--- src/rtl/rutcdv_pkg.sv ---
`timescale 1ns / 1ps
// shared types and constants for the rut check digit validator
// no dependencies; used by rut_check_digit_validator
package rutcdv_pkg;

    localparam int MAX_DIGITS = 10;

    // the six group sums stay small: at most ceil(MAX_DIGITS / 6) digits each
    localparam int GROUP_DIGITS = (MAX_DIGITS + 5) / 6;
    localparam int SUM_W        = $clog2(GROUP_DIGITS * 9 + 1);
    localparam int DCNT_W       = $clog2(MAX_DIGITS + 1);
    localparam int NUM_GROUPS   = 6;

    // weighted sum: weights 2..7 over the group sums
    localparam int WSUM_MAX     = 27 * GROUP_DIGITS * 9;
    localparam int WSUM_W       = $clog2(WSUM_MAX + 1);

    // mod 11 by reciprocal multiply; quotient is low by at most one
    localparam int RECIP_SHIFT  = WSUM_W + 4;
    localparam int RECIP        = (1 << RECIP_SHIFT) / 11;
    localparam int RECIP_W      = $clog2(RECIP + 1);
    localparam int PROD_W       = WSUM_W + RECIP_W;

    localparam logic [7:0] CH_PLUS   = 8'h2B;
    localparam logic [7:0] CH_MINUS  = 8'h2D;
    localparam logic [7:0] CH_DOT    = 8'h2E;
    localparam logic [7:0] CH_SPACE  = 8'h20;
    localparam logic [7:0] CH_ZERO   = 8'h30;
    localparam logic [7:0] CH_NINE   = 8'h39;
    localparam logic [7:0] CH_K      = 8'h4B;
    localparam logic [7:0] CH_LOW_A  = 8'h61;
    localparam logic [7:0] CH_LOW_Z  = 8'h7A;
    localparam logic [7:0] CASE_DIFF = 8'h20;

    typedef struct packed {
        logic [7:0] char_in;
        logic       last;
    } t_in_beat;

    typedef struct packed {
        logic       valid_res;
        logic       format_ok;
        logic [3:0] check_value;
    } t_out_beat;

endpackage

--- src/rtl/rut_check_digit_validator.sv ---
`timescale 1ns / 1ps
// rut check digit validator: format parser, group sums and mod 11 check
// depends on rutcdv_pkg
//
// usage
//   input channel (i_in_valid / o_in_ready / i_in) carries one character
//   per beat, i_in.last marks the final character of a string. dots and
//   spaces are skipped. accepted form: optional '+', 1..MAX_DIGITS digits,
//   '-', one check character; anything after that is ignored.
//   output channel (o_out_valid / i_out_ready / o_out) carries one beat per
//   string, produced by the beat with last set; other beats give nothing.
// pipeline and throughput
//   the result of a string is registered in turn: the snapshot register
//   loads on the edge that accepts its last beat, then the weighted sum
//   register, then the result register.
//   one character is taken every cycle while the output side is free or
//   being drained; all three stages advance together.
// stall
//   while o_out_valid is high and i_out_ready low the whole pipe holds and
//   o_in_ready is low; the held result stays stable.
// reset
//   synchronous active low; parser returns to start, sums and digit count
//   clear, no result pending. the parser also returns to start after each
//   last beat.
module rut_check_digit_validator (
    input  logic                  i_clk,
    input  logic                  i_rst_n,
    input  logic                  i_in_valid,
    output logic                  o_in_ready,
    input  rutcdv_pkg::t_in_beat  i_in,
    output logic                  o_out_valid,
    input  logic                  i_out_ready,
    output rutcdv_pkg::t_out_beat o_out
);

    // parser phase codes; codes 6 and 7 behave as error
    localparam logic [2:0] PH_START  = 3'd0;
    localparam logic [2:0] PH_SIGNED = 3'd1;
    localparam logic [2:0] PH_DIGITS = 3'd2;
    localparam logic [2:0] PH_HYPHEN = 3'd3;
    localparam logic [2:0] PH_DONE   = 3'd4;
    localparam logic [2:0] PH_ERROR  = 3'd5;

    localparam int SW = rutcdv_pkg::SUM_W;
    localparam int CW = rutcdv_pkg::DCNT_W;
    localparam int WW = rutcdv_pkg::WSUM_W;
    localparam int PW = rutcdv_pkg::PROD_W;
    localparam int NG = rutcdv_pkg::NUM_GROUPS;

    // parser state
    logic [2:0]    r_phase, n_phase;
    logic [SW-1:0] r_sums [NG];
    logic [SW-1:0] n_sums [NG];
    logic [CW-1:0] r_dcnt, n_dcnt;
    logic [7:0]    r_check, n_check;

    // stage 1: snapshot of a finished string
    logic          r_s1_valid;
    logic          r_s1_ok;
    logic [SW-1:0] r_s1_sums [NG];
    logic [7:0]    r_s1_check;

    // stage 2: weighted sum
    logic          r_s2_valid;
    logic          r_s2_ok;
    logic [WW-1:0] r_s2_wsum;
    logic [7:0]    r_s2_check;

    // result register
    logic                  r_out_valid;
    rutcdv_pkg::t_out_beat r_out;

    logic          w_adv;
    logic          w_accept;
    logic          w_is_digit;
    logic          w_skip;
    logic          w_take_digit;
    logic [3:0]    w_dval;
    logic [7:0]    w_upper;
    logic [WW-1:0] w_wsum;
    logic [PW-1:0] w_prod;
    logic [WW-1:0] w_quot;
    logic [4:0]    w_rem_raw;
    logic [3:0]    w_rem;
    logic [3:0]    w_cv;
    logic [7:0]    w_expect;

    // whole pipe moves when the result slot is free or being taken
    assign w_adv      = !r_out_valid || i_out_ready;
    assign o_in_ready = w_adv;
    assign w_accept   = i_in_valid && w_adv;

    assign w_is_digit = (i_in.char_in >= rutcdv_pkg::CH_ZERO) &&
                        (i_in.char_in <= rutcdv_pkg::CH_NINE);
    assign w_skip     = (i_in.char_in == rutcdv_pkg::CH_DOT) ||
                        (i_in.char_in == rutcdv_pkg::CH_SPACE);
    assign w_dval     = 4'(i_in.char_in - rutcdv_pkg::CH_ZERO);

    // next parser state for the incoming character
    always_comb begin
        n_phase      = r_phase;
        n_sums       = r_sums;
        n_dcnt       = r_dcnt;
        n_check      = r_check;
        w_take_digit = 1'b0;
        if (!w_skip) begin
            case (r_phase)
                PH_START: begin
                    if (i_in.char_in == rutcdv_pkg::CH_PLUS) begin
                        n_phase = PH_SIGNED;
                    end else if (w_is_digit) begin
                        w_take_digit = 1'b1;
                    end else begin
                        n_phase = PH_ERROR;
                    end
                end
                PH_SIGNED: begin
                    if (w_is_digit) begin
                        w_take_digit = 1'b1;
                    end else begin
                        n_phase = PH_ERROR;
                    end
                end
                PH_DIGITS: begin
                    if (w_is_digit) begin
                        w_take_digit = 1'b1;
                    end else if (i_in.char_in == rutcdv_pkg::CH_MINUS) begin
                        n_phase = PH_HYPHEN;
                    end else begin
                        n_phase = PH_ERROR;
                    end
                end
                PH_HYPHEN: begin
                    n_check = i_in.char_in;
                    n_phase = PH_DONE;
                end
                PH_DONE: begin
                    n_phase = PH_DONE;
                end
                default: begin
                    n_phase = PH_ERROR;
                end
            endcase
        end
        if (w_take_digit) begin
            if (r_dcnt >= CW'(rutcdv_pkg::MAX_DIGITS)) begin
                // too many digits
                n_phase = PH_ERROR;
            end else begin
                // rotate groups so weights keep cycling from the right
                for (int k = NG - 1; k > 0; k--) begin
                    n_sums[k] = r_sums[k-1];
                end
                n_sums[0] = r_sums[NG-1] + SW'(w_dval);
                n_dcnt    = r_dcnt + CW'(1);
                n_phase   = PH_DIGITS;
            end
        end
    end

    // fold lower case before the snapshot
    always_comb begin
        w_upper = n_check;
        if (n_check >= rutcdv_pkg::CH_LOW_A && n_check <= rutcdv_pkg::CH_LOW_Z) begin
            w_upper = n_check - rutcdv_pkg::CASE_DIFF;
        end
    end

    always_ff @(posedge i_clk) begin
        if (!i_rst_n) begin
            r_phase <= PH_START;
            r_dcnt  <= '0;
            r_check <= '0;
            for (int k = 0; k < NG; k++) begin
                r_sums[k] <= '0;
            end
        end else if (w_accept) begin
            if (i_in.last) begin
                // string finished: start over for the next one
                r_phase <= PH_START;
                r_dcnt  <= '0;
                r_check <= '0;
                for (int k = 0; k < NG; k++) begin
                    r_sums[k] <= '0;
                end
            end else begin
                r_phase <= n_phase;
                r_dcnt  <= n_dcnt;
                r_check <= n_check;
                r_sums  <= n_sums;
            end
        end
    end

    // weighted sum of the snapshot, weights 2..7
    always_comb begin
        w_wsum = '0;
        for (int k = 0; k < NG; k++) begin
            w_wsum = w_wsum + WW'(k + 2) * WW'(r_s1_sums[k]);
        end
    end

    // mod 11: reciprocal quotient, then one correction
    assign w_prod    = PW'(r_s2_wsum) * PW'(rutcdv_pkg::RECIP);
    assign w_quot    = WW'(w_prod >> rutcdv_pkg::RECIP_SHIFT);
    assign w_rem_raw = 5'(r_s2_wsum - w_quot * WW'(11));
    always_comb begin
        if (w_rem_raw >= 5'd11) begin
            w_rem = 4'(w_rem_raw - 5'd11);
        end else begin
            w_rem = w_rem_raw[3:0];
        end
        if (!r_s2_ok || w_rem == 4'd0) begin
            w_cv = 4'd0;
        end else begin
            w_cv = 4'd11 - w_rem;
        end
        if (w_cv == 4'd10) begin
            w_expect = rutcdv_pkg::CH_K;
        end else begin
            w_expect = rutcdv_pkg::CH_ZERO + 8'(w_cv);
        end
    end

    always_ff @(posedge i_clk) begin
        if (!i_rst_n) begin
            r_s1_valid  <= 1'b0;
            r_s2_valid  <= 1'b0;
            r_out_valid <= 1'b0;
        end else if (w_adv) begin
            r_s1_valid  <= w_accept && i_in.last;
            r_s2_valid  <= r_s1_valid;
            r_out_valid <= r_s2_valid;
        end
    end

    // payload stages, no reset needed
    always_ff @(posedge i_clk) begin
        if (w_adv) begin
            r_s1_ok    <= (n_phase == PH_DONE);
            r_s1_sums  <= n_sums;
            r_s1_check <= w_upper;

            r_s2_ok    <= r_s1_ok;
            r_s2_wsum  <= w_wsum;
            r_s2_check <= r_s1_check;

            r_out.format_ok   <= r_s2_ok;
            r_out.check_value <= w_cv;
            r_out.valid_res   <= r_s2_ok && (r_s2_check == w_expect);
        end
    end

    assign o_out_valid = r_out_valid;
    assign o_out       = r_out;

    // digit count never runs past the limit
    a_dcnt_limit: assert property (@(posedge i_clk) disable iff (!i_rst_n)
        r_dcnt <= CW'(rutcdv_pkg::MAX_DIGITS))
        else $error("digit count beyond limit");

    // a last beat sends the parser back to start
    a_last_restart: assert property (@(posedge i_clk) disable iff (!i_rst_n)
        (i_in_valid && o_in_ready && i_in.last) |=>
            (r_phase == PH_START && r_dcnt == '0))
        else $error("parser not restarted after last beat");

    // a match implies a good format
    a_match_fmt: assert property (@(posedge i_clk) disable iff (!i_rst_n)
        (o_out_valid && o_out.valid_res) |-> o_out.format_ok)
        else $error("match without format");

    // bad format reports check value zero, good format at most ten
    a_cv_range: assert property (@(posedge i_clk) disable iff (!i_rst_n)
        o_out_valid |-> (o_out.format_ok ? (o_out.check_value <= 4'd10)
                                         : (o_out.check_value == 4'd0)))
        else $error("check value out of range");

    // with no stall after the edge taking a last beat, the result register fills and o_out_valid rises
    a_latency: assert property (@(posedge i_clk) disable iff (!i_rst_n)
        (i_in_valid && o_in_ready && i_in.last) ##1 o_in_ready ##1 o_in_ready
            |=> o_out_valid)
        else $error("result missing after last beat");

endmodule

--- config.mk ---
export PLATFORM = sky130hd
export DESIGN_NAME = rut_check_digit_validator
export DESIGN_NICKNAME = d
export VERILOG_FILES = /design/src/rtl/rutcdv_pkg.sv /design/src/rtl/rut_check_digit_validator.sv
export SDC_FILE = /design/constraint.sdc
export NUM_CORES = 1
export LEC_CHECK = 0
export ABC_AREA = 1
export BUFFER_PORTS_ARGS = -buffer_cell sky130_fd_sc_hd__buf_2
export CORE_MARGIN = 8
export CORE_UTILIZATION = 47
export CTS_BUF_LIST = sky130_fd_sc_hd__clkbuf_16
export DETAILED_ROUTE_END_ITERATION = 8
export PLACE_DENSITY_LB_ADDON = 0.25
export RECOVER_POWER = 100
export SYNTH_ARGS = -nofsm -noshare
export SYNTH_HDL_FRONTEND = slang
export SYNTH_SLANG_ARGS = --single-unit
--- constraint.sdc ---
create_clock -name i_clk -period 9.7 [get_ports i_clk]
set_clock_uncertainty 0.1 [all_clocks]
set_input_delay 1.455 -clock i_clk [delete_from_list [all_inputs] [get_ports i_clk]]
set_output_delay 1.455 -clock i_clk [all_outputs]
set_load 0.03 [all_outputs]
==> flow_summary.yaml <==
outcome:
  outcome: "finished with violations"
  violations: "max-capacitance violations, max-slew violations"
finish:
  fill_cells: 1602
  area_growth_pct: 7.219
  layout_commonest_cell: "nand2_1"
  drive_gt1_frac: 0.05667
  multiInputGateArea_um2: 4463
  antenna_cells: 0
  layout_common_cells: "nand2_1 (181), inv_1 (174), ha_1 (85)"
  regArea_um2: 2853
  final_nets: 1050
sta:
  setup-violations-final: 0
  fin_setup_tns_ns: 0
  period_minus_slack_ns: 7.527
  rsz0062_at_grt: "no"
  final-max-slew-violation-count: 169
  hold_violations: 0
  fin_crit_sh: 0.7759
  relSlewSlack: -0.5356
  max_clock_freq_ghz: 0.1329
  worstMarginPinSlew_ns: 2.303
floorplan:
  fp-row-count: 48
  core_area_um2: 17060
  die-area_um2: 21590
  io_pins: 21
  start_util: 0.4725
  die_w_um: 146.9
  die_h_um: 146.9
clocking:
  cts.sinks: 111
  hold_buffers: 0
  htreeDepth: 3
  clkLatencyLatePin_ns: 0.34
  post_cts_resized: 0
  cts_setup_buffers: 0
  clk_root_buffer_cell: "clkbuf_16"
  cts_made_buffers: 9
  clkSlewWorstSetupHoldPaths_ns: 0.07
  cts_buffer_depth: 2
  cts_tree: "yes"
setup_path:
  path_common_cell: "inv_1"
  rr_endpoint: "o_out[5]"
  worst_setup_path_end_kind: "register"
  crit-reg2reg-launch: "r_s2_wsum[2]"
  critPathLaunchType: "register"
  crit_slowest_cell: "edfxtp_1"
  critPathMaxFanout: 10
  ff2ff_setup_slack_ns: 2.17
  r2r_cells: 32
  required_ns: 9.71
  slowest_delay_ns: 0.58
  critPathKind: "reg -> reg"
  worstPathArrival_ns: 7.54
placement:
  gp_congestion: 0.8153
  hpwl_um: 10920
  port_buffers: 20
worst_hold_path:
  hold_path_end: "r_s2_check[3]"
  min_from: "r_s1_check[3]"
  min_path_cells: 0
  hp-class: "reg -> reg"
synth:
  synth_area_um2: 8059
  syn_nets: 1032
  yosysWarningCount: 0
  synth-seq-area-share: 0.3540
  synth.avg_cell_area_um2: 9.189
  ys_ff_latch: 111
  synth_cell_types: 39
  syn_inst: 877
drt:
  first_pass_iters: 5
  via_per_inst: 4.827
  wire_per_inst_um: 12.43
  drc: 0
  route.antenna.remaining_nets: 0
  vias: 5430
  drtIter0Drc: 267
  wl_um: 13990
run:
  maxCapViolations: 4
global_route:
  grt_pass1_wl_um: 24520
  grt_pass1_vias: 5305
  grt_use_total: 0.1361
  grt_remaining_overflow: 0
  grt_start_max_net_pins: 46
  antenna_found_initial: 0
[worst max-delay path: cells and delay by family (launching register included)]
kind / cells / cell delay, ns
AOI/OAI and AO/OA: 4 / 0.93
buffers and inverters: 8 / 0.54
adders and majority gates: 10 / 3.88
and+or+nand+nor: 8 / 0.76
DFF: 1 / 0.58
xor gates and xnor gates: 2 / 0.47
[sequential cells by signal, summed over array words and instances, names as in the netlist]
| signal | cells |
|---|---|
| o_out | 6 |
| o_out_valid | 1 |
| r_check | 8 |
| r_dcnt | 4 |
| r_phase | 3 |
| r_s1_check | 8 |
| r_s1_ok | 1 |
| r_s1_sums | 30 |
| r_s1_valid | 1 |
| r_s2_check | 8 |
| r_s2_ok | 1 |
| r_s2_valid | 1 |
| r_s2_wsum | 9 |
| r_sums | 30 |
[worst max path at each step]
| stage | slack [ns] | endpoint | depth (start not counted) | start |
|---|---|---|---|---|
| floorplan | 2.80 | o_out[5] | 29 | r_s2_wsum[2] |
| global placement | 2.49 | o_out[5] | 29 | r_s2_wsum[2] |
| detailed placement | 2.31 | o_out[5] | 31 | r_s2_wsum[2] |
| CTS | 2.31 | o_out[5] | 29 | r_s2_wsum[2] |
| global route | 1.57 | o_out[5] | 33 | r_s2_wsum[2] |
| finish | 2.17 | o_out[5] | 32 | r_s2_wsum[2] |
[per-stage QoR]
step                      setup WS, ns  cells  utilization  hold WS [ns]  area, um^2
after detailed placement         2.309   1109       0.4927        0.3045        8403
final                            2.173   1125       0.5066        0.3121        8641
after CTS                        2.313   1125       0.5086        0.3112        8675
after global placement           2.492   1109       0.4927        0.3006        8403
after global routing             1.575   1125       0.5066        0.3183        8641
after floorplan                  2.803    877            -        0.3003        8059
[layer usage]
layer,track usage,share of wire,up-vias
li1,-,-,2844
met1,0.1825,0.50,2523
met2,0.2226,0.47,50
met3,0.02399,0.020,13
met4,0.03672,0.014,0
met5,0,0,-
[synthesized netlist by cell type, drive strengths merged]
cell	number	area share
a211oi	1	0.00093
a21o	3	0.0028
a21oi	64	0.040
a311oi	1	0.0011
a31oi	4	0.0031
buf	5	0.0037
clkbuf	12	0.0056
dfxtp	48	0.12
edfxtp	63	0.23
fa	57	0.14
ha	85	0.13
inv	178	0.083
mux2i	28	0.035
nand2	190	0.092
nand3	32	0.025
nand3b	2	0.0019
nand4	5	0.0039
nor2	27	0.013
nor3	10	0.0075
nor3b	2	0.0019
nor4	1	0.00078
o211ai	3	0.0028
o21a	1	0.00093
o21ai	24	0.015
o21bai	1	0.00093
o32ai	1	0.0011
or2	2	0.0016
xnor2	8	0.0087
xor2	19	0.021
[final cells by class]
cell class | instances | share of cell area
Clock buffer | 9 | 0.02606
Clock inverter | 7 | 0.005358
Inverter | 178 | 0.07732
Multi-Input combinational cell | 571 | 0.5165
Sequential cell | 111 | 0.3301
Tap cell | 225 | 0.03258
Timing Repair Buffer | 24 | 0.01202
[cells by family (layout without fill, tap and decap cells)]
group,Yosys count,count (layout),share of synthesized area
flops,111,111,0.3540
compound gates,103,103,0.06878
buf+inv,195,218,0.09222
xor+xnor,27,27,0.02934
mux,28,28,0.03478
simple gates,271,271,0.1473
fa+ha+maj,142,142,0.2736
Power is not shown: default switching activity piles up to over one toggle a cycle in this logic, so the estimate is an artifact.
